--- config.mk ---
export PLATFORM = sky130hd
export DESIGN_NAME = wpf_queue
export DESIGN_NICKNAME = d
export VERILOG_FILES = /design/src/rtl/wpf_queue.sv
export SDC_FILE = /design/constraint.sdc
export NUM_CORES = 1
export LEC_CHECK = 0
export BUFFER_PORTS_ARGS = -buffer_cell sky130_fd_sc_hd__buf_2
export CELL_PAD_IN_SITES_DETAIL_PLACEMENT = 1
export CELL_PAD_IN_SITES_GLOBAL_PLACEMENT = 2
export CORE_ASPECT_RATIO = 1.5
export CORE_UTILIZATION = 30
export DETAILED_ROUTE_END_ITERATION = 10
export GPL_TIMING_DRIVEN = 0
export PLACE_DENSITY_LB_ADDON = 0.1
export SYNTH_ARGS = -nofsm -noshare
export SYNTH_HDL_FRONTEND = slang
export SYNTH_SLANG_ARGS = --single-unit
--- constraint.sdc ---
create_clock -name i_clk -period 1.5 [get_ports i_clk]
set_clock_uncertainty 0.15 [all_clocks]
set_input_delay 0.075 -clock i_clk [delete_from_list [all_inputs] [get_ports i_clk]]
set_output_delay 0.075 -clock i_clk [all_outputs]
set_load 0.1 [all_outputs]
--- src/rtl/wpf_queue.sv ---
// Short command queue between the loader and the search engine.
module wpf_queue #(
    parameter int WIDTH = 9
) (
    input  logic             i_clk,
    input  logic             i_rst_n,
    input  logic             i_push,
    input  logic [WIDTH-1:0] i_data,
    input  logic             i_pop,
    output logic             o_vld,
    output logic             o_full,
    output logic [WIDTH-1:0] o_data
);
    logic [WIDTH-1:0] r_mem [2];
    logic             r_wp, r_rp;
    logic [1:0]       r_cnt;
    logic             do_push, do_pop;

    assign o_vld   = (r_cnt != 2'd0);
    assign o_full  = (r_cnt == 2'd2);
    assign o_data  = r_mem[r_rp];
    assign do_push = i_push && !o_full;
    assign do_pop  = i_pop && o_vld;

    always_ff @(posedge i_clk) begin
        if (!i_rst_n) begin
            r_wp  <= 1'b0;
            r_rp  <= 1'b0;
            r_cnt <= 2'd0;
        end else begin
            if (do_push) begin
                r_wp <= !r_wp;
            end
            if (do_pop) begin
                r_rp <= !r_rp;
            end
            if (do_push && !do_pop) begin
                r_cnt <= r_cnt + 2'd1;
            end else if (do_pop && !do_push) begin
                r_cnt <= r_cnt - 2'd1;
            end
        end
    end

    always_ff @(posedge i_clk) begin
        if (do_push) begin
            r_mem[r_wp] <= i_data;
        end
    end
endmodule

## After elaboration in Yosys (flattened, before gate mapping)

Memories as Yosys holds them, arrays and structs flattened. A register that Yosys moved wholly into a read port is not among the register bits.
Cells that the tools add are included.
Widths: inputs -> output; s select.

| storage, ports and cells | value |
|---|---|
| register bits | 4 |
| bits in writable memories | 18 |
| input bits | 13 |
| output and inout port bits | 11 |
| logic and storage cells | 24 |
| memories | 1 |

| operators by class | value |
|---|---|
| add/subtract/negate cells | 2 |
| equality and inequality tests | 1 |
| multiplexer cells | 6 |
| reduce and logical (&&, ||, !) cells | 11 |

Memory list:

| name | depth | bits a word | rd ports | clocked after Yosys merged registers in | wr ports | line | RTL |
|---|---|---|---|---|---|---|---|
| r_mem | 2 | 9 | 1 | 1 | 1 | 14 | `logic [WIDTH-1:0] r_mem [2];` |

Operator list:

| kind | number |
|---|---|
| $logic_not 1->1 | 5 |
| $logic_and 1x1->1 | 4 |
| $mux 1 | 4 |
| $mux 2 | 2 |
| $reduce_bool 2->1 | 2 |
| $add 2x1->2 const B | 1 |
| $eq 2x2->1 const B | 1 |
| $sub 2x1->2 const B | 1 |

## Depth between registers and ports, before layout

| depth | value |
|---|---|
| word-level depth | 7 |
| depth in mapped cells | 7 |
| gate-level depth less buffers | 7 |

## Worst setup path before layout

OpenSTA, ideal clock, no wires.

| timing path | value |
|---|---|
| path kind | reg2reg |
| from | reg r_cnt[0] |
| to | reg r_cnt[1] |
| setup time | 0.070 ns |
| data arrival time | 2.022 ns |
| required time | 1.280 ns |
| slack | -0.742 ns |
| stages on the path, launching flop included | 7 |
| buffers on the path | 0 |
| period minus slack after synthesis | 2.242 ns |
| cell sequence | dfxtp_1 > nand2b_1 > inv_1 > nor2_1 > ha_1 > or3_1 > a21oi_1 |

| on the way | value |
|---|---|
| longest elaborated chain between the ends | 6 |
| elaborated cells on any way between the ends | 14 |
| classes of those cells | add/sub (2); eq/ne (1); mux (2); reduce/logical (9) |

Ends and longest elaborated chain:

| what | line | RTL |
|---|---|---|
| start: declaration | 16 | `logic [1:0] r_cnt;` |
| start signal: assignment | 38 | `r_cnt <= r_cnt + 2'd1;` |
| start signal: assignment | 40 | `r_cnt <= r_cnt - 2'd1;` |
| $eq 2x2->1 (*) | 20 | `assign o_full = (r_cnt == 2'd2);` |
| net o_full | 11 | `output logic o_full,` |
| $logic_not 1->1 (*) | 22 | `assign do_push = i_push && !o_full;` |
| $logic_and 1x1->1 (*) | 22 |  |
| $logic_not 1->1 | 39 | `end else if (do_pop && !do_push) begin` |
| $logic_and 1x1->1 | 39 |  |
| $reduce_bool 2->1 (no source line) | n/a |  |

The timed path passes the listed nets; every way through them passes the cells marked *. The select of a mux whose other input is x is not followed.
A chain may end at the register's enable or synchronous reset.

## Worst setup path in the final report

| timing path | value |
|---|---|
| from | reg r_cnt[0] |
| to | reg r_cnt[1] |

| on the way | value |
|---|---|
| longest elaborated chain between the ends | 6 |
| elaborated cells on any way between the ends | 14 |
| classes of those cells | add/sub (2); eq/ne (1); mux (2); reduce/logical (9) |

Ends and longest elaborated chain:

| what | line |
|---|---|
| $eq 2x2->1 | 20 |
| $logic_not 1->1 | 22 |
| $logic_and 1x1->1 | 22 |
| $logic_not 1->1 | 39 |
| $logic_and 1x1->1 | 39 |
| $reduce_bool 2->1 (no source line) | n/a |

Parallel ways exist; a longest one is shown, timed or not. The select of a mux whose other input is x is not followed.

==> impl_metrics.yaml <==
yosys:
  synth_top_cell_by_area: "edfxtp_1"
  syn_nets: 68
  synth_cells: 54
  ys_ff_latch: 23
  synth_top_area_share_pct: 61.6
  synth_warnings: 0
  synthTopCellsByArea: "edfxtp_1 (62%), mux2_2 (12%), dfxtp_1 (11%)"
  synth_cell_types: 17
  yosysSeqAreaShare_pct: 73.0
  synth_area_um2: 877
  syn_area_per_cell_um2: 16.2
pwr:
  clkPwrFrac_pct: 11.3
  powerDensity_nw_per_um2: 2160
  power.share.switching_pct: 44.3
  power.leakage_uw: 0.000612
  p_comb_share_pct: 61.3
  seq_power_share_pct: 27.3
  vdd_drop_max_uv: 1160
  intPower_uw: 1830
  switchingPower_uw: 1450
drt:
  viasPerCell: 4.35
  drc: 0
  firstDrtPassIters: 2
  wirelength_mm: 1.95
  final_antenna_net_count: 0
  drt_iter0_markers: 6
  vias: 596
  wl_per_cell_um: 14.3
clocking:
  clkSlewWorstSetupHoldPaths_ps: 80
  cts_tree: "yes"
  cts-root-buf: "clkbuf_8"
  clock_latency_ps: 250
  htreeDepth: 1
  cts_sinks: 23
  cts-buffers-inserted: 3
  clockBufferDepth: 2
final_layout:
  multiInputGateArea_um2: 305
  register_area_um2: 647
  final_nets: 115
  syn_to_final_growth_pct: 73.2
  drive_gt1_share_pct: 59.0
  fin_util_pct: 55.6
  diodes: 0
  fin_area_um2: 1520
  fillerInstances: 251
min_path:
  hold-path-cell-count: 4
  holdCritStartpoint: "i_pop"
  holdCritPathClass: "input port to flop"
sta:
  final.period_utilization_pct: 111
  drv_slew: 0
  fmax_ghz: 0.599
  rsz0062_at_grt: "true"
  hold_violations: 0
  max-slew-margin-rel_pct: 68.1
  post-route-min-period_ps: 1670
  setup_viol: 12
  timing.hold.ws_ps: 74.7
  tightest_slew_ps: 483
  setup_ws_ps: -168
grt:
  antenna_found_initial: 0
  grt_max_degree: 14
  grt_pass1_wl_mm: 2.71
  grt_usage_pct: 12.7
  grt_pass1_vias: 621
  gr-total-overflow: 0
floorplanning:
  num_io_pins: 24
  core_um2: 2730
  start_util_pct: 32.1
  die_w_um: 46.2
  die_area_um2: 3150
  rows: 23
  fp.dieH_um: 68.2
setup_path:
  critPathSlowestCell: "or3_4"
  endpoint_kind: "flop"
  crit_required_ps: 1540
  path_class: "flop to flop"
  path_max_fanout: 4
  cp-start-kind: "flop"
  max_stage_delay_ps: 390
  arrival_ps: 1710
  cpLargestDelayFamily: "simple AND/OR/NAND/NOR gates"
  r2r-start: "r_cnt[0]$_SDFFE_PN0P_"
  crit_buf_inv: 1
  rr_endpoint: "r_cnt[1]$_SDFFE_PN0P_"
  r2r_slack_ps: -170
  rr_worst_depth: 6
  path_cells: "nand2b_4 -> clkinvlp_4 -> nor2_4 -> ha_4 -> or3_4 -> a21oi_2"
placement:
  place.gp.congestion: 0.624
  hpwl_mm: 1.13
  post-place-ws_ps: -301
  dpl_cell_area_um2: 1050
  port_buffers: 23
run:
  cap_viol_max_count: 0
status:
  outcome: "finished with violations"
  violations: "setup timing"
## logic make-up after synthesis
logic type	count (synthesis)	synth area share, %
flip-flops	23	73.0
multiplexers	9	11.6
AND/OR/NAND/NOR	9	5.71
AO/OA/AOI/OAI	5	3.42
buffers and inverters	4	1.85
XOR/XNOR	3	3.00
adder cells (fa/ha/maj)	1	1.43
## state kept, by name (all words and copies together) (netlist names), named ones only
name	flops
r_mem	18
r_cnt	2
r_rp	1
r_wp	1
## power by group through the flow
stage                     Combinational, uW  Clock [uW]  Sequential, uW
final                                  2010         371             896
after global routing                   2080         410             913
after CTS                              1650         377             887
after detailed placement               1320           0             887
after global placement                 1310           0             882
after floorplan                        1140           0             872
## placed cells by master, fill, tap and decap left out, types with 2 or more instances in the layout
cell type / n
xor2_1: 3
inv_1: 2
dfxtp_2: 2
buf_6: 5
clkbuf_8: 3
dlygate4sd3_1: 10
buf_4: 5
buf_2: 13
nor2_1: 3
mux2_4: 9
edfxtp_1: 18
buf_12: 10
dfxtp_1: 2
## final cells by class
class	instances	area share (%)
inverter	3	0.988
clock buffer	3	2.72
timing repair buffer	42	29.5
tap	37	3.05
buffer	1	0.741
sequential	23	42.6
clock inverter	1	0.329
multi-input combinational	27	20.1
## cell usage after synthesis, drive strengths merged
| library cell | count |
|---|---|
| edfxtp | 18 |
| mux2 | 9 |
| dfxtp | 5 |
| nor2 | 4 |
| inv | 3 |
| xor2 | 3 |
| o21ai | 2 |
| a21boi | 1 |
| a21oi | 1 |
| and3 | 1 |
| buf | 1 |
| ha | 1 |
| nand2b | 1 |
| nor3 | 1 |
| o21a | 1 |
| or2 | 1 |
| or3 | 1 |
## worst max-delay path by stage
stage | from | endpoint | slack, ps | cells after the start
CTS | r_cnt[0]$_SDFFE_PN0P_ | r_cnt[1]$_SDFFE_PN0P_ | -150 | 6
global route | r_cnt[0]$_SDFFE_PN0P_ | r_cnt[1]$_SDFFE_PN0P_ | -210 | 6
global placement | r_cnt[0]$_SDFFE_PN0P_ | r_mem[0][5]$_DFFE_PP_ | -310 | 3
floorplan | r_cnt[0]$_SDFFE_PN0P_ | r_cnt[1]$_SDFFE_PN0P_ | -550 | 7
detailed placement | r_cnt[0]$_SDFFE_PN0P_ | r_mem[0][2]$_DFFE_PP_ | -300 | 3
finish | r_cnt[0]$_SDFFE_PN0P_ | r_cnt[1]$_SDFFE_PN0P_ | -170 | 6
## routing by layer
metal	share of wire (%)	vias to the layer above	GRT usage, %
met5	0	-	0
met4	0.61	0	4.41
met3	2.1	2	1.58
met2	62	12	24.6
met1	35	294	13.2
li1	-	288	-
## repair_timing
action,4_1_cts,5_1_grt
endpoints found under the setup margin,31,20
resized for setup,35,35
cloned,1,0
pin swaps,5,3
setup buffers,6,2
hold endpoints to repair,23,0
hold buffers,10,0
## worst reg2reg max path, cell delays in order, from the launching register on
cell and delay [ps]:
dfxtp_4 370, nand2b_4 140, clkinvlp_4 100, nor2_4 120
ha_4 210, or3_4 390, a21oi_2 130
## through the flow
step | power (uW) | setup TNS (ps) | std cells
2_1_floorplan | 2020 | -6060 | 54
3_3_place_gp | 2190 | -3210 | 114
3_5_place_dp | 2210 | -3130 | 114
4_1_cts | 2920 | -155 | 135
5_1_grt | 3410 | -1690 | 137
6_report | 3280 | -1060 | 137
Power figures use the tool's default switching activity.
