==> src/rtl/wpf_pkg.sv <==
// Shared constants and register codes for the windowed peak finder.
package wpf_pkg;
    localparam int CURVE_LEN_D = 300;
    localparam int WINDOW_D    = 10;
    localparam int END_LIMIT_D = 300;

    localparam int SAMPLE_W  = 16;
    localparam int CFG_W     = 9;
    localparam int IDX_OUT_W = 9;
    localparam int REG_IDX_W = 1;

    localparam logic [CFG_W-1:0] END_RST = 9'd300;

    typedef enum logic [REG_IDX_W-1:0] {
        REG_START = 1'b0,
        REG_END   = 1'b1
    } t_reg_idx;
endpackage

==> src/rtl/wpf_back.sv <==
// Search engine: curve store plus the sequencer for window scan and flank check.
module wpf_back #(
    parameter int CURVE_LEN = wpf_pkg::CURVE_LEN_D,
    parameter int WINDOW    = wpf_pkg::WINDOW_D,
    parameter int END_LIMIT = wpf_pkg::END_LIMIT_D
) (
    input  logic                           i_clk,
    input  logic                           i_rst_n,
    input  logic                           i_wr_en,
    input  logic [$clog2(CURVE_LEN)-1:0]   i_wr_addr,
    input  logic [wpf_pkg::SAMPLE_W-1:0]   i_wr_data,
    input  logic                           i_cmd_vld,
    input  logic [$clog2(CURVE_LEN+1)-1:0] i_cmd_count,
    output logic                           o_cmd_pop,
    input  logic [wpf_pkg::CFG_W-1:0]      i_start_pos,
    input  logic [wpf_pkg::CFG_W-1:0]      i_end_pos,
    output logic                           o_busy,
    output logic                           o_done,
    output logic [wpf_pkg::IDX_OUT_W-1:0]  o_peak_index,
    output logic [wpf_pkg::SAMPLE_W-1:0]   o_peak_value,
    output logic                           o_found
);
    localparam int AW = $clog2(CURVE_LEN);
    localparam int CW = $clog2(CURVE_LEN+1);
    localparam int LW = $clog2(END_LIMIT+1);
    localparam int BW = (CW > wpf_pkg::CFG_W) ? CW : wpf_pkg::CFG_W;
    localparam int PW = ((BW > LW) ? BW : LW) + $clog2(WINDOW+2) + 2;
    localparam int SW = wpf_pkg::SAMPLE_W;

    typedef enum logic [2:0] {
        S_IDLE, S_INIT, S_CHK, S_SCAN, S_LEFT, S_RIGHT, S_DECIDE, S_OUT
    } t_state;

    logic [SW-1:0] r_mem [CURVE_LEN];
    logic [SW-1:0] r_rdata;

    t_state        r_state;
    logic          r_ph;
    logic [PW-1:0] r_cnt, r_e, r_i, r_k, r_px;
    logic [SW-1:0] r_py, r_prev, r_best_val;
    logic [PW-1:0] r_best_idx;
    logic          r_prevv, r_fail, r_pop, r_done;

    logic [PW-1:0] e_a, e_b, scan_px;
    logic          flank_bad;

    always_ff @(posedge i_clk) begin
        if (i_wr_en) begin
            r_mem[i_wr_addr] <= i_wr_data;
        end
        r_rdata <= r_mem[r_k[AW-1:0]];
    end

    always_comb begin
        e_a = (PW'(i_end_pos) > PW'(END_LIMIT)) ? PW'(END_LIMIT) : PW'(i_end_pos);
        e_b = (e_a > r_cnt) ? r_cnt : e_a;
        scan_px   = (r_py < r_rdata) ? r_k : r_px;
        flank_bad = r_prevv && (r_prev < r_rdata);
    end

    always_ff @(posedge i_clk) begin
        if (!i_rst_n) begin
            r_state <= S_IDLE;
            r_pop   <= 1'b0;
            r_done  <= 1'b0;
            r_ph    <= 1'b0;
        end else begin
            r_pop  <= (r_state == S_IDLE) && i_cmd_vld;
            r_done <= (r_state == S_OUT);
            case (r_state)
                S_IDLE: begin
                    if (i_cmd_vld) begin
                        r_cnt      <= PW'(i_cmd_count);
                        r_best_val <= '0;
                        r_best_idx <= '0;
                        r_state    <= S_INIT;
                    end
                end
                S_INIT: begin
                    r_e     <= e_b;
                    r_i     <= PW'(i_start_pos);
                    r_state <= S_CHK;
                end
                S_CHK: begin
                    if (r_i + PW'(WINDOW) < r_e) begin
                        r_k     <= r_i;
                        r_px    <= r_i;
                        r_py    <= '0;
                        r_ph    <= 1'b0;
                        r_state <= S_SCAN;
                    end else begin
                        r_state <= S_OUT;
                    end
                end
                S_SCAN: begin
                    r_ph <= !r_ph;
                    if (r_ph) begin
                        r_px <= scan_px;
                        if (r_py < r_rdata) begin
                            r_py <= r_rdata;
                        end
                        if (r_k == r_i + PW'(WINDOW - 1)) begin
                            r_k     <= scan_px;
                            r_prevv <= 1'b0;
                            r_fail  <= 1'b0;
                            r_state <= S_LEFT;
                        end else begin
                            r_k <= r_k + PW'(1);
                        end
                    end
                end
                S_LEFT: begin
                    // walk down from the peak; fail if the curve rises away from it
                    r_ph <= !r_ph;
                    if (r_ph) begin
                        if (flank_bad) begin
                            r_fail <= 1'b1;
                        end
                        r_prev <= r_rdata;
                        if (r_k == '0 || r_k + PW'(WINDOW) == r_px) begin
                            r_k     <= r_px;
                            r_prevv <= 1'b0;
                            r_state <= S_RIGHT;
                        end else begin
                            r_prevv <= 1'b1;
                            r_k     <= r_k - PW'(1);
                        end
                    end
                end
                S_RIGHT: begin
                    r_ph <= !r_ph;
                    if (r_ph) begin
                        if (flank_bad) begin
                            r_fail <= 1'b1;
                        end
                        r_prev  <= r_rdata;
                        r_prevv <= 1'b1;
                        if (r_k == r_px + PW'(WINDOW) || r_k + PW'(1) == r_cnt) begin
                            r_state <= S_DECIDE;
                        end else begin
                            r_k <= r_k + PW'(1);
                        end
                    end
                end
                S_DECIDE: begin
                    if (!r_fail) begin
                        if (r_py > r_best_val) begin
                            r_best_val <= r_py;
                            r_best_idx <= r_px;
                        end
                        r_i <= r_px + PW'(WINDOW + 1);
                    end else begin
                        r_i <= r_i + PW'(1);
                    end
                    r_state <= S_CHK;
                end
                S_OUT: begin
                    r_state <= S_IDLE;
                end
                default: r_state <= S_IDLE;
            endcase
        end
    end

    assign o_cmd_pop    = r_pop;
    // busy also covers the cycle the result is shown
    assign o_busy       = (r_state != S_IDLE) || r_done;
    assign o_done       = r_done;
    assign o_peak_index = wpf_pkg::IDX_OUT_W'(r_best_idx);
    assign o_peak_value = r_best_val;
    assign o_found      = (r_best_val != '0);
endmodule

==> config.mk <==
export PLATFORM = sky130hd
export DESIGN_NAME = wpf_back
export DESIGN_NICKNAME = d
export VERILOG_FILES = /design/src/rtl/wpf_pkg.sv /design/src/rtl/wpf_back.sv
export SDC_FILE = /design/constraint.sdc
export NUM_CORES = 2
export LEC_CHECK = 0
export BUFFER_PORTS_ARGS = -buffer_cell sky130_fd_sc_hd__buf_4
export CAP_MARGIN = 20
export CELL_PAD_IN_SITES_DETAIL_PLACEMENT = 1
export CELL_PAD_IN_SITES_GLOBAL_PLACEMENT = 1
export CORE_AREA = 2 2 701 703
export DETAILED_ROUTE_END_ITERATION = 10
export DIE_AREA = 0 0 703 705
export PLACE_DENSITY_LB_ADDON = 0.1
export SLEW_MARGIN = 20
export SYNTH_ARGS = -nofsm -noshare
export SYNTH_HDL_FRONTEND = slang
export SYNTH_MEMORY_MAX_BITS = 65536
export SYNTH_SLANG_ARGS = --single-unit
==> constraint.sdc <==
create_clock -name i_clk -period 12.34 [get_ports i_clk]
set_clock_uncertainty 0.15 [all_clocks]
set_input_delay 0.617 -clock i_clk [delete_from_list [all_inputs] [get_ports i_clk]]
set_output_delay 0.617 -clock i_clk [all_outputs]
set_load 0.01 [all_outputs]
; ---- Word-level counts from Yosys, hierarchy flattened
; Memory sizes are Yosys's and may differ from the RTL's. A register that Yosys moved wholly into a read port is not among the register bits.
; Cells that the tools add are included.
[word_totals]
regBits = 134
latchBits = 0
ramBits = 4800
romBits = 0
in_bits = 56
out_inout_bits = 29
wordCells = 137
n_memories = 1
[mem_list]
columns = name, words, width, rd, rd_clocked_by_memory_dff, wr, line
row1 = r_mem, 300, 16, 1, 1, 1, wpf_back.sv:34  ; logic [SW-1:0] r_mem [CURVE_LEN];
[classes]
n_addsub = 8
n_mul = 0
div = 0
order_cmp = 6
n_eq_ne = 25
shift = 0
n_mux = 49
n_bitwise = 0
n_reduce_logical = 32
[op_table]
columns = op, count
row1 = two-way mux 15 bit, 10
row2 = two-way mux 16 bit, 6
row3 = adder 15 x 4 -> 15 bit (second input constant), 5
row4 = case mux 16 bit (2 select lines), 2
row5 = case mux 15 bit (2 select lines), 2
row6 = case mux 15 bit (4 select lines), 1
row7 = == test 15 bit, 3
row8 = two-way mux 9 bit, 5
row9 = less-than comparator 16 bit, 2
row10 = adder 15 x 1 -> 15 bit (second input constant), 2
row11 = two-way mux 3 bit, 8
row12 = != test 2 bit (second input constant), 12
row13 = case mux 3 bit (7 select lines), 1
row14 = case mux 9 bit (2 select lines), 1
row15 = > comparator 16 bit, 1
row16 = nonzero test 16 bit, 1
row17 = == test 15 x 9 -> 1 bit, 1
row18 = logical NOT 15 bit, 1
row19 = less-than comparator 15 bit, 1
row20 = subtractor 15 x 1 -> 15 bit (second input constant), 1
row21 = AND reduction 7 bit, 2
row22 = == test 3 bit (second input constant), 4
row23 = AND reduction 6 bit, 2
row24 = two-way mux 1 bit, 10
row25 = 20 further kinds, 36

; ---- Depth between registers and ports, before layout
[depth]
depth_word = 6
mapped_depth = 16
mapped_depth_nobuf = 13

; ---- Worst setup path before layout
; No wires, ideal clock.
[synth_timing]
kind = flip-flop to flip-flop
startpoint = reg r_k[0]
endpoint = reg r_k[0], enable pin
setup_ps = 413
arrival_time_ps = 3846
required_time_ps = 11777
setup_slack_ps = 7931
path_stages_with_launch = 16
path_buffers = 7
period_less_slack_ps = 4409
cell_sequence = edfxtp_1 buf_6 buf_6 buf_6 buf_4 buf_4 buf_4 buf_4 inv_1 ha_1 xnor2_1 nand4_1 nor4_1 nand4_1 o31ai_1 a221oi_1
[synth_via]
elab_chain_len = 5
elab_cells_between_ends = 6
cone_classes = 1 x add/sub / 3 x eq/ne / 2 x reduce/logical
[synth_lines]
columns = item, line
row1 = start: declaration, wpf_back.sv:39  ; logic [PW-1:0] r_cnt, r_e, r_i, r_k, r_px;
row2 = start signal: assignment, wpf_back.sv:86  ; r_k <= r_i;
row3 = start signal: assignment, wpf_back.sv:103  ; r_k <= scan_px;
row4 = start signal: assignment, wpf_back.sv:108  ; r_k <= r_k + PW'(1);
row5 = adder 15 x 1 -> 15 bit, wpf_back.sv:138  ; if (r_k == r_px + PW'(WINDOW) || r_k + PW'(1) == r_cnt) begin
row6 = == test 15 x 9 -> 1 bit, wpf_back.sv:138
row7 = logical OR 1 bit *, wpf_back.sv:138
row8 = != test 2 bit (no source line) *, -
row9 = AND reduction 7 bit (no source line) *, -
; Every way passes the cells marked *; elsewhere a longest branch is shown, timed or not.
; A chain may end at the register's enable or synchronous reset.

==> results.sh <==
export IMPL_finalWorstPathRequiredPeriod_ns=6.42
export IMPL_io_pin_count=85
export IMPL_relSlewSlack_pct=11.7
export IMPL_design_final_nets=9544
export IMPL_first_global_vias=100000
export IMPL_synthFlopType="edfxtp_1"
export IMPL_power_total_w=0.0356
export IMPL_post_synth_num_cell_types=82
export IMPL_dieHeight_microns=705
export IMPL_floorplan_core_area_sq_um=488000
export IMPL_minimum_setup_slack_among_reg_to_reg_paths_ns=5.92
export IMPL_postCtsSetupBuffers=0
export IMPL_drt_pre_antenna_iters=5
export IMPL_min_path_cells=2
export IMPL_synthTopCellsByArea="edfxtp_1 (76%), mux4_2 (16%), nor2_1 (0.82%)"
export IMPL_drive_above_1_share_pct=31.2
export IMPL_tns_ns=0
export IMPL_origin_of_the_worst_min_delay_path="i_cmd_count[2]"
export IMPL_synth_edff_count=4922
export IMPL_route_top_layer_used="met5"
export IMPL_synth_top_area_share_pct=76.0
export IMPL_instance_count_of_the_mapped_netlist=8750
export IMPL_floorplan_die_width_microns=703
export IMPL_leakage_nw=69.5
export IMPL_fill_cells=43800
export IMPL_wl_microns=597000
export IMPL_setup_viol=0
export IMPL_critical_path_class="register to register"
export IMPL_worst_setup_slack_after_layout_ns=5.92
export IMPL_unrepaired_setup_endpoints_after_global_routing="no"
export IMPL_clock_tree_htree_level_count=6
export IMPL_tightestPinTransition_ns=1.32
export IMPL_remaining_drc_errors=0
export IMPL_netlist_area_sq_um=194000
export IMPL_antenna_violations_before_repair=43
export IMPL_power_density_nw_per_um2=160
export IMPL_timing_rr_end="r_rdata[12]$_DFF_P_"
export IMPL_grt_pass1_wl_microns=828000
export IMPL_synth_seq_cells=4944
export IMPL_report_final_hold_viol_count=0
export IMPL_dpl_hpwl_microns=359000
export IMPL_vdd_drop_max_mv=0.157
export IMPL_routed_wl_met3_microns=38500
export IMPL_wl_per_cell_microns=36.6
export IMPL_worst_ep_required_time_ns=13.10
export IMPL_cts_resized=0
export IMPL_max_cap_violations=0
export IMPL_min_delay_worst_endpoint="r_cnt[2]$_DFFE_PP_"
export IMPL_cp_data_arrival_time_ns=7.18
export IMPL_outcome="complete, no violations"
export IMPL_global_route_overflow_total=0
export IMPL_synth_area_per_cell_sq_um=22.2
export IMPL_seqCellArea_sq_um=148000
export IMPL_dr_total_vias=96000
export IMPL_initial_utilization_pct=39.8
export IMPL_netlist_top_cells_count="edfxtp_1 (4922), mux4_2 (1415), nor2_1 (427)"
export IMPL_syn_num_nets=8879
export IMPL_reg2regPathDepth=9
export IMPL_clk_transition_reported_paths_ns=0.06
export IMPL_ys_warnings_count=0
export IMPL_grt_start_max_net_pins=210
export IMPL_crit_path_start_kind="register"
export IMPL_reg2reg_from="r_k[1]$_DFFE_PP_"
export IMPL_clockRootBuffer="clkbuf_16"
export IMPL_cts_buffers_inserted=546
export IMPL_wl_met1_microns=256000
export IMPL_syn_to_final_growth_pct=14.6
export IMPL_clock_fmax_mhz=156
export IMPL_die_area_sq_um=496000
export IMPL_cell_type_contributing_the_most_total_cell_area_after_synthesis="edfxtp_1"
export IMPL_multiInputGateArea_sq_um=44300
export IMPL_synth_seq_area_share_pct=76.3
export IMPL_clockBufferDepth=4
export IMPL_final_replace_weighted_congestion=0.821
export IMPL_clock_latency_late_sink_ns=1.07
export IMPL_grt_util_all_layers_pct=23.9
export IMPL_crit_path_max_fanout=117
export IMPL_period_share_pct=52.1
export IMPL_post_drt_via_cell_ratio=5.89
export IMPL_cts_tree="done"
export IMPL_count_of_routing_violations_after_the_opening_detailed_route_iteration=10700
export IMPL_drt_antenna_violating_nets=0
export IMPL_report_final_slew_viol_count=0
export IMPL_hp_class="primary input to register"
export IMPL_cp_end_kind="register"
export IMPL_most_frequently_used_cell_type_in_the_post_synthesis_netlist="edfxtp_1"
export IMPL_port_buffers=84
export IMPL_met2WireLength_microns=287000
export IMPL_dp_slack_ns=5.86
export IMPL_synth_async_sr_flop_share_pct=0
export IMPL_placement_rows=257
export IMPL_cts_num_sinks=4944
-- registers in the layout, indices dropped and copies added (netlist names), 3 cells and up --
register	cells
r_i	15
r_py	16
r_rdata	16
r_best_idx	9
r_cnt	9
r_e	9
r_k	15
r_mem	4800
r_state	3
o_peak_value	16
r_px	15
r_prev	16
-- layer usage --
metal | vias to the layer above | global-route usage, %
met4 | 10 | 5.40
met5 | - | 0
met1 | 53600 | 34.1
met3 | 731 | 4.11
li1 | 38400 | -
met2 | 3249 | 38.7
-- cell families after synthesis --
logic type,after synthesis,synth area share (%)
XOR/XNOR,100,0.465
AO/OA/AOI/OAI,528,1.83
AND/OR/NAND/NOR,919,2.14
flip-flops,4944,76.3
multiplexers,1598,17.4
adder cells (fa/ha/maj),73,0.470
buffers and inverters,588,1.49
-- per-stage QoR --
stage | hold WS [ns] | cells | area (sq um) | utilization [%]
finish | 0.125 | 16300 | 223000 | 45.6
global route | 0.0803 | 16300 | 223000 | 45.6
CTS | 0.0268 | 16300 | 223000 | 45.6
detailed placement | 0.335 | 15300 | 206000 | 42.1
global placement | 0.345 | 15300 | 206000 | 42.1
floorplan | 0.258 | 8750 | 194000 | -
-- critical path, cell delays in order, from the launching register on --
cell,delay [ns]
edfxtp_1,0.96
buf_4,0.67
buf_12,0.54
buf_4,0.70
mux4_2,0.42
mux4_2,0.48
a21oi_1,0.67
a21oi_1,0.34
o21ai_0,0.76
o21ai_0,0.15
-- cell type report --
cell class / instances / area share (%)
clock buffer: 690 / 6.55
sequential: 4944 / 66.5
clock inverter: 262 / 0.839
inverter: 77 / 0.133
tap: 6475 / 3.64
timing repair buffer: 628 / 2.39
antenna: 13 / 0.0146
multi-input combinational: 3218 / 19.9
-- worst max path at each step --
| stage | startpoint | end | slack [ns] |
|---|---|---|---|
| final | r_k[1]$_DFFE_PP_ | r_rdata[12]$_DFF_P_ | 5.92 |
| after CTS | r_k[1]$_DFFE_PP_ | r_rdata[12]$_DFF_P_ | 5.85 |
| after detailed placement | r_k[1]$_DFFE_PP_ | r_rdata[12]$_DFF_P_ | 5.86 |
| after floorplan | r_k[0]$_DFFE_PP_ | r_k[0]$_DFFE_PP_ | 7.93 |
| after global routing | r_k[1]$_DFFE_PP_ | r_rdata[12]$_DFF_P_ | 5.79 |
| after global placement | r_k[1]$_DFFE_PP_ | r_rdata[3]$_DFF_P_ | 5.67 |
-- timing repair --
item,CTS,global route
hold buffers,46,0
hold endpoints to repair,1181,0
setup endpoints to repair,0,0
-- placed cells by master, fill, tap and decap left out, types with 48 or more instances in the layout --
master     count
a21oi_1      101
edfxtp_1    4922
ha_1          73
clkinv_2      72
a22oi_1       48
mux2i_1      154
nand2_1      175
clkbuf_16    561
o21ai_0       96
nor2_2       248
clkbuf_1     122
nor2_1       160
buf_4        533
mux4_2      1415
xnor2_1       53
clkinv_1     136
nand3_1       61
inv_1         73
-- report_power, final --
group | internal (W) | switching [W]
Combinational | 0.000509 | 0.00104
Sequential | 0.0186 | 0.000107
Clock | 0.00874 | 0.00661
Total | 0.0278 | 0.00776
Note: power is estimated with default switching activity, not from simulation.
