--- config.mk ---
export PLATFORM = sky130hd
export DESIGN_NAME = wpf_front
export DESIGN_NICKNAME = d
export VERILOG_FILES = /design/src/rtl/wpf_pkg.sv /design/src/rtl/wpf_front.sv
export SDC_FILE = /design/constraint.sdc
export NUM_CORES = 1
export LEC_CHECK = 0
export BUFFER_PORTS_ARGS = -buffer_cell sky130_fd_sc_hd__buf_2
export CORE_AREA = 3 3 54 51
export CTS_CLUSTER_SIZE = 40
export DETAILED_ROUTE_END_ITERATION = 10
export DIE_AREA = 0 0 57 54
export PLACE_DENSITY_LB_ADDON = 0.05
export SLEW_MARGIN = 10
export SYNTH_ARGS = -nofsm -noshare
export SYNTH_HDL_FRONTEND = slang
export SYNTH_SLANG_ARGS = --single-unit
--- constraint.sdc ---
create_clock -name i_clk -period 1.7 [get_ports i_clk]
set_input_delay 0.085 -clock i_clk [delete_from_list [all_inputs] [get_ports i_clk]]
set_output_delay 0.085 -clock i_clk [all_outputs]
set_load 0.01 [all_outputs]
--- src/rtl/wpf_pkg.sv ---
// Shared constants and register codes for the windowed peak finder.
package wpf_pkg;
    localparam int CURVE_LEN_D = 300;
    localparam int WINDOW_D    = 10;
    localparam int END_LIMIT_D = 300;

    localparam int SAMPLE_W  = 16;
    localparam int CFG_W     = 9;
    localparam int IDX_OUT_W = 9;
    localparam int REG_IDX_W = 1;

    localparam logic [CFG_W-1:0] END_RST = 9'd300;

    typedef enum logic [REG_IDX_W-1:0] {
        REG_START = 1'b0,
        REG_END   = 1'b1
    } t_reg_idx;
endpackage

--- src/rtl/wpf_front.sv ---
// Sample loader: writes the curve store and queues a search on the last sample.
module wpf_front #(
    parameter int CURVE_LEN = wpf_pkg::CURVE_LEN_D
) (
    input  logic                           i_clk,
    input  logic                           i_rst_n,
    input  logic                           i_accept,
    input  logic [wpf_pkg::SAMPLE_W-1:0]   i_sample,
    input  logic                           i_last,
    output logic                           o_wr_en,
    output logic [$clog2(CURVE_LEN)-1:0]   o_wr_addr,
    output logic [wpf_pkg::SAMPLE_W-1:0]   o_wr_data,
    output logic                           o_push,
    output logic [$clog2(CURVE_LEN+1)-1:0] o_push_count
);
    localparam int CW = $clog2(CURVE_LEN+1);
    localparam int AW = $clog2(CURVE_LEN);

    logic [CW-1:0] r_count;
    logic [CW-1:0] n_count;
    logic          room;

    assign room      = (r_count < CW'(CURVE_LEN));
    assign o_wr_en   = i_accept && room;
    assign o_wr_addr = r_count[AW-1:0];
    assign o_wr_data = i_sample;
    // full store: sample dropped, count stays
    assign n_count      = room ? r_count + CW'(1) : r_count;
    assign o_push       = i_accept && i_last;
    assign o_push_count = n_count;

    always_ff @(posedge i_clk) begin
        if (!i_rst_n) begin
            r_count <= '0;
        end else if (i_accept) begin
            r_count <= i_last ? '0 : n_count;
        end
    end
endmodule

# Word-level counts from Yosys, hierarchy flattened
# Index checks and enable logic that the tools add are counted.
# word_totals
register_bits,9
# classes
mux,2
reduce_logical,2
n_lt_le_gt_ge,1
add_sub_neg,1
# op_table
cell,count
9-bit 2-to-1 mux,2
9-bit by 1-bit adder with 9-bit output (second input constant),1
9-bit < comparator (second input constant),1
1-bit logical AND,2

# Longest topological paths before layout
# Gate-level depths: netlist of the first run.
# logic_depth
word_depth,3
mapped_depth,5
ltp_nobuf,5

# Worst setup path after synthesis of the first run
# Ideal clock, no wire load.
# synth_path
path_type,register -> register
start,register r_count[5] (netlist: o_wr_addr[5])
end,register r_count[5] (netlist: o_wr_addr[5])
period_less_slack_ps,1761
path_stages_with_launch,6
required_ps,1605
path_buffers,1
t_arrival_ps,1666
setup_slack_ps,-61
setup_ps,95
cell_sequence,dfxtp_1 -> buf_6 -> o31ai_4 -> or3b_4 -> or4_1 -> o311ai_1
# synth_between
elab_chain_cells,3
elab_cells_between_ends,4
classes_between,add/sub (1); order compare (1); mux (2)
# synth_rtl
element,line_no,text
from (decl),wpf_front.sv:19,logic [CW-1:0] r_count;
from (signal assigned),wpf_front.sv:36,r_count <= i_last ? '0 : n_count;
9-bit by 1-bit adder with 9-bit output / 9-bit < comparator (equally long branches),"wpf_front.sv:28, wpf_front.sv:23",
9-bit 2-to-1 mux *,wpf_front.sv:28,assign n_count = room ? r_count + CW'(1) : r_count;
9-bit 2-to-1 mux *,wpf_front.sv:36,
# Mark *: on every way between the ends. The rest lies on a longest branch, timed or not.
# A chain may end at the register's enable or synchronous reset.

# Worst setup path in the final report of the first run
# layout_path
start,register r_count[7] (netlist: o_wr_addr[7])
end,output o_push_count[5]
# layout_between
elab_chain_cells,2
# layout_rtl
element,line_no,text
9-bit < comparator,wpf_front.sv:23,assign room = (r_count < CW'(CURVE_LEN));
9-bit 2-to-1 mux,wpf_front.sv:28,
to (decl),wpf_front.sv:14,output logic [$clog2(CURVE_LEN+1)-1:0] o_push_count
# Every way passes these cells.

==> results of run 1 <==
## cells by family (layout without fill, tap and decap cells)
logic type / Yosys count / count (layout)
XOR/XNOR: 7 / 7
AO/OA/AOI/OAI: 21 / 21
multiplexers: 1 / 1
AND/OR/NAND/NOR: 36 / 36
adder cells (fa/ha/maj): 1 / 1
flip-flops: 9 / 9
buffers and inverters: 27 / 45
## metal layers
| layer | vias up | wire length (um) |
|---|---|---|
| li1 | 388 | - |
| met1 | 354 | 994 |
| met2 | 37 | 988 |
| met3 | 8 | 179 |
| met4 | 0 | 28 |
| met5 | - | 0 |
## metrics by stage
step | util [%] | setup TNS, ns | cell area, um^2 | setup WS [ns] | std cells
after floorplan | - | 0 | 828 | 0.0312 | 102
after global placement | 39.0 | 0 | 860 | 0.143 | 139
after detailed placement | 39.0 | 0 | 860 | 0.103 | 139
after CTS | 41.8 | 0 | 920 | 0.000250 | 144
after global routing | 43.4 | -0.0527 | 956 | -0.0423 | 147
final | 43.4 | 0 | 956 | 0.0429 | 147
## report_power, final
part / switching, mW / internal (mW) / leakage [nW]
Clock: 0.0847 / 0.0908 / 0.0150
Sequential: 0.00226 / 0.211 / 0.0766
Combinational: 0.0341 / 0.0190 / 0.343
## worst max path at each step
stage,endpoint,start,cells after the start
floorplan,o_wr_addr[5]$_SDFFE_PN0P_,o_wr_addr[7]$_SDFFE_PN0P_,5
global placement,o_wr_addr[5]$_SDFFE_PN0P_,o_wr_addr[7]$_SDFFE_PN0P_,4
detailed placement,o_wr_addr[3]$_SDFFE_PN0P_,o_wr_addr[6]$_SDFFE_PN0P_,5
CTS,o_push_count[6],o_wr_addr[1]$_SDFFE_PN0P_,5
global route,o_push_count[1],o_wr_addr[5]$_SDFFE_PN0P_,5
finish,o_push_count[5],o_wr_addr[7]$_SDFFE_PN0P_,4
## area by class of cell
| cell class | count | area, um^2 |
|---|---|---|
| inverters | 4 | 15.0 |
| well taps | 27 | 33.8 |
| multi-input cells | 66 | 465 |
| clock buffers | 4 | 26.3 |
| repair buffers | 37 | 224 |
| flip-flops and latches | 9 | 191 |
| fillers | 250 | 1250 |
## what timing repair did
item / CTS / global route
hold endpoints to repair: 0 / 0
setup buffers: 1 / 3
gates resized for setup: 10 / 6
endpoints found under the setup margin: 4 / 9
pin swaps: 3 / 1
cloned: 0 / 0
## worst register-to-register path: cells and delay by family, from the launching register on
family	cells	cell delay, ns
AOI/OAI and AO/OA	2	0.34
DFF	1	0.34
and+or+nand+nor	2	0.83
## layout by cell type, fill, tap and decap left out, types with 2 or more instances in the layout
cell | netlist | final
xnor2_1 | 5 | 4
nand4_1 | 2 | 2
inv_1 | 3 | 3
buf_2 | 0 | 23
nand2_1 | 7 | 7
xor2_1 | 2 | 2
nor2_1 | 6 | 6
buf_4 | 18 | 13
dfxtp_2 | 0 | 6
a21oi_1 | 3 | 3
or3_1 | 2 | 2
a31oi_1 | 2 | 2
clkbuf_4 | 0 | 3
a31o_2 | 2 | 2
o211ai_1 | 4 | 4
dfxtp_1 | 9 | 2
and3_1 | 2 | 2
nand3_1 | 10 | 10
==> reports/summary.txt, run 1 <==
CLOCKING
-------------------------------------------------------------------------------------
Clock tree from TritonCTS                                                         yes
Insertion delay of the later-clocked pin in the worst-skew pair               0.27 ns
Largest buffer count on any clock path                                              2
Clock Tree Root                                                              clkbuf_4
Clock-pin slew of the registers on the worst-case setup and hold paths        0.07 ns
CTS Buf Count                                                                       3
Deepest level of the CTS H-tree                                                     1
CTS Hold Buffers Added                                                              0
Sinks on Clock Net                                                                  9

TIMING
-------------------------------------------------------------------------------------
Final setup violating endpoints                                                     0
Transition time at the pin with the least slew margin                        0.304 ns
Slew headroom                                                                   79.6%
Smallest hold slack                                                         0.0657 ns
Fraction of the cycle the final worst path needs                                97.5%
Post-layout minimum cycle time                                                1.66 ns
Max Clock Skew                                                             0.00144 ns
Achievable frequency                                                          603 MHz
Slew Limit Fails                                                                    0
Unrepaired setup endpoints after global routing                                   yes
Hold Violations, Final                                                              0

YOSYS
-------------------------------------------------------------------------------------
Area share of the largest cell type after synthesis                             21.9%
Cell type contributing the most total cell area after synthesis               dfxtp_1
Yosys synthesis warning count                                                       0
Adder-cell area share of the yosys netlist                                      1.52%
Average instance area after synthesis                                       8.06 um^2
Count leader, synth                                                             buf_4
Fraction of the yosys area taken by sequential cells                            21.9%
Distinct cells, synth                                                              35
Main combinational cell family by area after synthesis                   buffers and inverters
Post-synthesis register bit count                                                   9
Instance count of the mapped netlist                                              102
Simple logic cell fraction of the synthesized area                              22.8%
Share of synthesized registers carrying an async set or reset                      0%
Portion of netlist area occupied by mux cells                                   1.37%
Post-synth top flop                                                           dfxtp_1
Synth Area in XOR/XNOR                                                          7.46%
Fraction of the mapped netlist area in compound gates                           20.1%
Synthesized cell area                                                        822 um^2
Cell types with the largest area share after synthesis                   dfxtp_1 22%, buf_4 16%, nand3_1 6.1%, buf_6 5.5%, xnor2_1 5.3%
Commonest cells in the netlist                                           18 x buf_4, 10 x nand3_1, 9 x dfxtp_1
Number of nets produced by synthesis                                              123
Number of synthesized flops with an enable pin                                      0

GRT
-------------------------------------------------------------------------------------
Remaining Overflow, GRT                                                             0
GRT met2 Usage                                                                  25.1%
Met1 Resource Use GR                                                            18.7%
Total global-route track usage                                                  15.0%
First-pass GRT wire length                                                    3530 um
Maximum number of pins on one net before global-route repair                       16
Met3 global-route usage                                                         5.52%
Initial antenna violation count                                                     0
Most crowded layer after global routing                                          met2
Number of global-route vias before repair                                         733

PLACED DESIGN
-------------------------------------------------------------------------------------
Hpwl dp                                                                       1600 um
Total of buffers placed on input and output ports                                  23
Final weighted congestion in routability-driven placement                       0.726

ROUTING
-------------------------------------------------------------------------------------
Number of antenna-violating nets in the routed design                               0
DRC violations left                                                                 0
Initial DRT Pass Iterations                                                         4
Initial DRC count                                                                  14
Per-cell via count in the routed design                                          5.35
Routed WL per cell                                                            14.9 um
Post-detailed-routing wire length                                             2190 um
Number of vias after detailed routing                                             787

FLOORPLAN
-------------------------------------------------------------------------------------
Io pins                                                                            56
Height of the die                                                               54 um
Num rows                                                                           16
Die X-Extent                                                                    57 um
Initial Util                                                                    37.3%
Overall die area                                                            3080 um^2
Core area                                                                   2200 um^2

LAYOUT
-------------------------------------------------------------------------------------
Ratio of cells with drive above 1 in the final layout                           49.2%
N_diodes                                                                            0
Max reg flops                                                                       9
Area grow syn2layout                                                            16.3%
Final-stage net count                                                             142

WORST SETUP PATH
-------------------------------------------------------------------------------------
Buf/Inv on CP                                                                       1
Crit path max-delay family                                               simple AND/OR/NAND/NOR gates
Arrival time worst endpoint                                                   1.57 ns
CP Cell Sequence                                                         o31ai_4 -> or3b_4 -> xnor2_2 -> buf_2
Max Fanout on Critical Path                                                         3
Critical path startpoint category                                           flip-flop
Worst Path Required                                                           1.62 ns
Cell type of the slowest stage on the worst timing path                        or3b_4
R2R depth                                                                           4
Critical path's largest stage delay                                           0.43 ns
Source of the worst register-to-register timing path                     o_wr_addr[7]$_SDFFE_PN0P_
Critical Path End Type                                                    output port
Crit Reg-Reg Endpoint                                                    o_wr_addr[5]$_SDFFE_PN0P_
Worst R2R Setup Slack                                                         0.09 ns
Type of the worst setup path                                                  reg2out

WORST HOLD PATH
-------------------------------------------------------------------------------------
Hold Path Cell Cnt                                                                  2
Worst min-delay path endpoint                                            o_wr_addr[5]$_SDFFE_PN0P_
Launch instance of the worst min-delay path                                  i_accept
Worst Hold Class                                                               in2reg

STATUS
-------------------------------------------------------------------------------------
Status                                                                      completed

PWR
-------------------------------------------------------------------------------------
P per Cell Area                                                           462 nW/um^2
Sum of internal, switching and leakage power                                 0.442 mW
Largest vdd supply drop                                                      0.284 mV
Leak Pwr                                                                     0.435 nW

FLOW RUN
-------------------------------------------------------------------------------------
Max cap viols                                                                       0

Power figures use the tool's default switching activity.
==> run 2, diff against run 1 <==
--- a/config.mk
+++ b/config.mk
@@ -10,6 +10,7 @@
 export CTS_CLUSTER_SIZE = 40
 export DETAILED_ROUTE_END_ITERATION = 10
 export DIE_AREA = 0 0 57 54
+export GPL_TIMING_DRIVEN = 0
 export PLACE_DENSITY_LB_ADDON = 0.05
 export SLEW_MARGIN = 10
 export SYNTH_ARGS = -nofsm -noshare
==> run 2 against run 1 <==
Against the previous run:
- hold slack better by 0.022 ns
- clock skew grew 0.0022 ns
- cell count increased by 20%
- highest routed layer unchanged
- via count is 14% higher
- sequential share of layout area shrank 3.9 points
- fmax is 1.8% lower
- critical endpoint unchanged
==> reports/summary.txt, run 2 (synthesized netlist as in run 1, its figures left out) <==
WORST SETUP PATH
-------------------------------------------------------------------------------------
Crit. Startpoint                                                         o_wr_addr[4]$_SDFFE_PN0P_
Critical path startpoint category                                           flip-flop
Source of the worst register-to-register timing path                     o_wr_addr[4]$_SDFFE_PN0P_
Buf/Inv on CP                                                                       1
CP Cell Sequence                                                         nand3_1 -> or3b_4 -> xnor2_2 -> buf_2
Type of the worst setup path                                                  reg2out
Critical Path End Type                                                    output port
Cell type of the slowest stage on the worst timing path                        or3b_4
Arrival time worst endpoint                                                   1.60 ns
Critical path's largest stage delay                                           0.44 ns
Max Fanout on Critical Path                                                         7
Worst Path Required                                                           1.62 ns
Crit path max-delay family                                               simple AND/OR/NAND/NOR gates

LAYOUT
-------------------------------------------------------------------------------------
Max reg flops                                                                       9
Top library cells by usage in the layout, fill and taps aside            38 x buf_2, 24 x buf_4, 9 x nand3_1, 6 x nand2_1, 6 x nor2_1
Final-stage net count                                                             172
Ratio of cells with drive above 1 in the final layout                           63.3%
N_diodes                                                                            0
Most common cell after layout, fill and taps aside                              buf_2
Area grow syn2layout                                                            51.0%

PWR
-------------------------------------------------------------------------------------
Switching power summed over all nets                                         0.152 mW
Largest vdd supply drop                                                      0.198 mV
Fraction of power consumed by the clock network                                 35.9%
Fraction of power consumed by sequential logic                                  41.8%
P per Cell Area                                                           410 nW/um^2
Leak Pwr                                                                     0.595 nW
Internal power of the cells                                                  0.357 mW
Switching share of power                                                        29.8%
Sum of internal, switching and leakage power                                 0.509 mW
Comb pwr share                                                                  22.3%

CLOCKING
-------------------------------------------------------------------------------------
Deepest level of the CTS H-tree                                                     1
CTS Buf Count                                                                       3
Sinks on Clock Net                                                                  9
Largest buffer count on any clock path                                              2
Clock-pin slew of the registers on the worst-case setup and hold paths        0.07 ns
Insertion delay of the later-clocked pin in the worst-skew pair               0.27 ns
Clock Tree Root                                                              clkbuf_4
Clock tree from TritonCTS                                                         yes

ROUTING
-------------------------------------------------------------------------------------
Per-cell via count in the routed design                                          5.06
Number of vias after detailed routing                                             896
Initial DRC count                                                                  20
DRC violations left                                                                 0
Number of antenna-violating nets in the routed design                               0
Post-detailed-routing wire length                                             2380 um
Routed WL per cell                                                            13.4 um
Initial DRT Pass Iterations                                                         4

FLOW RUN
-------------------------------------------------------------------------------------
Max cap viols                                                                       0

TIMING
-------------------------------------------------------------------------------------
Unrepaired setup endpoints after global routing                                   yes
Achievable frequency                                                          593 MHz
Post-layout minimum cycle time                                                1.69 ns
Transition time at the pin with the least slew margin                        0.332 ns
Final setup violating endpoints                                                     0
Slew headroom                                                                   77.9%
Fraction of the cycle the final worst path needs                                99.3%
Post-layout worst setup margin                                              0.0125 ns
Max Clock Skew                                                             0.00360 ns
Slew Limit Fails                                                                    0
Smallest hold slack                                                         0.0876 ns
Hold Violations, Final                                                              0
Final-layout setup total negative slack                                          0 ns

GRT
-------------------------------------------------------------------------------------
Initial antenna violation count                                                     0
Remaining Overflow, GRT                                                             0
Number of global-route vias before repair                                         852
Maximum number of pins on one net before global-route repair                       11
First-pass GRT wire length                                                    3760 um
Total global-route track usage                                                  15.5%

WORST HOLD PATH
-------------------------------------------------------------------------------------
Worst Hold Class                                                               in2reg
Launch instance of the worst min-delay path                                  i_accept

STATUS
-------------------------------------------------------------------------------------
Status                                                                      completed

FLOORPLAN
-------------------------------------------------------------------------------------
Initial Util                                                                    37.3%
Height of the die                                                               54 um
Num rows                                                                           16
Overall die area                                                            3080 um^2
Io pins                                                                            56
Die X-Extent                                                                    57 um
Core area                                                                   2200 um^2

PLACED DESIGN
-------------------------------------------------------------------------------------
Post-placement worst setup slack                                           -0.0195 ns
Total of buffers placed on input and output ports                                  39
Final weighted congestion in routability-driven placement                       0.911
Hpwl dp                                                                       1650 um

==> run 2: changes by cell type in the layout (fill, tap and decap cells not counted), sizes merged <==
cell | previous run | this run
buf | 37 | 66
dlygate4sd1 | 0 | 1
==> run 2: layout make-up <==
cell class / instances / area, um^2
sequential: 9 / 200
multi-input combinational: 66 / 542
buffer: 20 / 163
clock buffer: 4 / 26.3
tap: 27 / 33.8
timing repair buffer: 47 / 262
inverter: 4 / 15.0
fill: 220 / 961
==> run 2: through the flow <==
step                      cell area (um^2)  utilization, %  std cells
after floorplan                        828               -        102
after global placement                1060            48.0        168
after detailed placement              1060            48.0        168
after CTS                             1090            49.4        171
after global routing                  1240            56.4        177
final                                 1240            56.4        177
==> run 2: power by group through the flow <==
stage               logic, mW  clock network [mW]  registers (mW)
global placement        0.106                   0           0.221
CTS                     0.106               0.189           0.216
finish                  0.113               0.183           0.213
detailed placement      0.106                   0           0.221
floorplan              0.0656                   0           0.221
global route            0.125               0.207           0.214
==> run 2: what timing repair did <==
action	in CTS	in global routing
setup buffers	1	7
hold endpoints to repair	0	0
endpoints found under the setup margin	7	10
hold buffers	0	0
resized for setup	8	24
pin swaps	2	6
==> run 2: worst paths after layout <==
path / to / slack [ns] / cells after the start
hold / removal: o_wr_addr[5]$_SDFFE_PN0P_ / 0.09 / 2
hold reg to reg: o_wr_addr[1]$_SDFFE_PN0P_ / 0.52 / 2
setup reg to reg: o_wr_addr[5]$_SDFFE_PN0P_ / 0.04 / 4
setup / recovery: o_push_count[5] / 0.01 / 4
==> run 2: routing by layer <==
layer  share of wire (%)  vias up  wire length (um)  track usage, %
met1                  46      404              1100            18.5
met2                  46       44              1090            27.4
met4                0.92        0                22            4.63
met5                   0        -                 0               0
li1                    -      445                 -               -
met3                 6.9        3               165            4.32
==> run 2: worst register-to-register path: stages (launching register included) <==
cell,delay [ns]
dfxtp_2,0.43
nand3_1,0.18
or3b_4,0.44
or4_4,0.44
o311ai_4,0.07
==> run 3, diff against run 2 <==
--- a/config.mk
+++ b/config.mk
@@ -11,7 +11,7 @@
 export DETAILED_ROUTE_END_ITERATION = 10
 export DIE_AREA = 0 0 57 54
 export GPL_TIMING_DRIVEN = 0
-export PLACE_DENSITY_LB_ADDON = 0.05
+export PLACE_DENSITY = 0.75
 export SLEW_MARGIN = 10
 export SYNTH_ARGS = -nofsm -noshare
 export SYNTH_HDL_FRONTEND = slang
==> constraint.sdc (replaced) <==
create_clock -name i_clk -period 1.49 [get_ports i_clk]
set_input_delay 0.0745 -clock i_clk [delete_from_list [all_inputs] [get_ports i_clk]]
set_output_delay 0.0745 -clock i_clk [all_outputs]
set_load 0.01 [all_outputs]
==> run 3 against run 2 <==
Against the previous run:
- the flow now finishes with violations (negative setup slack)
- sequential share of layout area rose by 0.33 points
- count of clock-buffer cells in the layout unchanged
- first-iteration DRC count decreased by 5.0%
- hold slack lost 0.0045 ns
==> reports/summary.txt, run 3 (synthesized netlist as in run 1, its figures left out) <==
WORST SETUP PATH
-------------------------------------------------------------------------------------
Crit. Startpoint                                                         o_wr_addr[7]$_SDFFE_PN0P_
Type of the worst setup path                                                  reg2out
Source of the worst register-to-register timing path                     o_wr_addr[7]$_SDFFE_PN0P_
Max Fanout on Critical Path                                                         7
Worst Path Required                                                           1.42 ns
Worst R2R Setup Slack                                                        -0.17 ns
Arrival time worst endpoint                                                   1.60 ns
Critical Path End Type                                                    output port
Critical path startpoint category                                           flip-flop

ROUTING
-------------------------------------------------------------------------------------
Routed WL per cell                                                            13.8 um
Initial DRC count                                                                  19
Per-cell via count in the routed design                                          5.38
Number of vias after detailed routing                                             979
Initial DRT Pass Iterations                                                         4
DRC violations left                                                                 0
Post-detailed-routing wire length                                             2500 um
Number of antenna-violating nets in the routed design                               0

GRT
-------------------------------------------------------------------------------------
Total global-route track usage                                                  16.8%
Remaining Overflow, GRT                                                             0
First-pass GRT wire length                                                    4060 um
Initial antenna violation count                                                     0
Number of global-route vias before repair                                         901
Maximum number of pins on one net before global-route repair                       11

PLACED DESIGN
-------------------------------------------------------------------------------------
Final weighted congestion in routability-driven placement                       0.934
Hpwl dp                                                                       1700 um
Total of buffers placed on input and output ports                                  39
Cells after DPL                                                                   168

FLOORPLAN
-------------------------------------------------------------------------------------
Height of the die                                                               54 um
Num rows                                                                           16
Core area                                                                   2200 um^2
Overall die area                                                            3080 um^2
Initial Util                                                                    37.3%
Io pins                                                                            56
Die X-Extent                                                                    57 um

LAYOUT
-------------------------------------------------------------------------------------
Number of standard cells in the layout, taps in and fillers out                   182
Final core occ                                                                  58.0%
Top library cells by usage in the layout, fill and taps aside            38 x buf_2, 29 x buf_4, 9 x nand3_1, 8 x dfxtp_4, 6 x nand2_1
Most common cell after layout, fill and taps aside                              buf_2
Final-stage net count                                                             177
Max reg flops                                                                       9
N_diodes                                                                            0
Ratio of cells with drive above 1 in the final layout                           65.8%
Area grow syn2layout                                                            55.4%

FLOW RUN
-------------------------------------------------------------------------------------
Max cap viols                                                                       0

CLOCKING
-------------------------------------------------------------------------------------
Largest buffer count on any clock path                                              2
Clock-pin slew of the registers on the worst-case setup and hold paths        0.07 ns
CTS Hold Buffers Added                                                              0
Clock Tree Root                                                              clkbuf_4
Clock tree from TritonCTS                                                         yes
Deepest level of the CTS H-tree                                                     1
CTS Buf Count                                                                       3
Sinks on Clock Net                                                                  9
Insertion delay of the later-clocked pin in the worst-skew pair               0.27 ns

STATUS
-------------------------------------------------------------------------------------
Status                                                                   complete, but fails checks
Violations in the final reports                                          negative setup slack

TIMING
-------------------------------------------------------------------------------------
Max Clock Skew                                                              0.0100 ns
Unrepaired setup endpoints after global routing                                   yes
Slew Limit Fails                                                                    0
Slew headroom                                                                   77.0%
Post-layout minimum cycle time                                                1.68 ns
Achievable frequency                                                          597 MHz
Transition time at the pin with the least slew margin                        0.345 ns
Fraction of the cycle the final worst path needs                                 112%
Hold Violations, Final                                                              0
Smallest hold slack                                                         0.0832 ns
Post-layout worst setup margin                                              -0.186 ns
Final setup violating endpoints                                                    10

PWR
-------------------------------------------------------------------------------------
Largest vdd supply drop                                                      0.305 mV
Leak Pwr                                                                     0.605 nW
P per Cell Area                                                           444 nW/um^2

WORST HOLD PATH
-------------------------------------------------------------------------------------
Launch instance of the worst min-delay path                                  i_accept
Worst Hold Class                                                               in2reg

==> run 3: changes by cell type in the layout (fill, tap and decap cells not counted), sizes merged <==
cell,change
buf,+5
==> run 3: metrics by stage <==
stage               instance area [um^2]  total power, mW  TNS (ns)  worst slack [ns]
floorplan                            828            0.327    -0.179            -0.179
global placement                    1060            0.371    -0.256            -0.194
detailed placement                  1060            0.373    -0.457            -0.252
CTS                                 1190            0.569    -0.992            -0.202
global route                        1280            0.595     -1.64            -0.242
finish                              1280            0.567    -0.655            -0.186
==> run 3: final timing paths <==
| path | end | cells after the start |
|---|---|---|
| worst max-delay path | o_push_count[5] | 4 |
| worst min-delay path | o_wr_addr[5]$_SDFFE_PN0P_ | 2 |
| worst max register to register | o_wr_addr[5]$_SDFFE_PN0P_ | 4 |
| worst min register to register | o_wr_addr[4]$_SDFFE_PN0P_ | 2 |
==> run 3: power breakdown <==
group / total (mW) / internal, mW / switching, mW
combinational: 0.135 / 0.0702 / 0.0643
sequential: 0.234 / 0.230 / 0.00415
clock: 0.198 / 0.104 / 0.0946
total: 0.567 / 0.404 / 0.163
==> run 3: worst max-delay path: stages, from the launching register on <==
cell and delay, ns:
dfxtp_4 0.37, o31ai_4 0.25, or3b_4 0.44, xnor2_2 0.13
buf_2 0.13
==> run 3: area by class of cell <==
cell class	count	area (um^2)
Inverter	4	17.5
Fill cell	197	925
Clock buffer	4	26.3
Buffer	18	140
Timing Repair Buffer	54	322
Tap cell	27	33.8
Sequential cell	9	210
Multi-Input combinational cell	66	528
==> run 3: timing repair <==
action,4_1_cts,5_1_grt
resized for setup,22,15
setup endpoints to repair,13,13
pin swaps,10,9
buffers inserted,10,5
hold endpoints to repair,0,0
==> run 3: routing by layer <==
metal | routed length [um] | GRT usage, %
met5 | 0 | 0
met4 | 12 | 2.32
met3 | 243 | 5.52
met2 | 1210 | 29.8
met1 | 1040 | 20.3
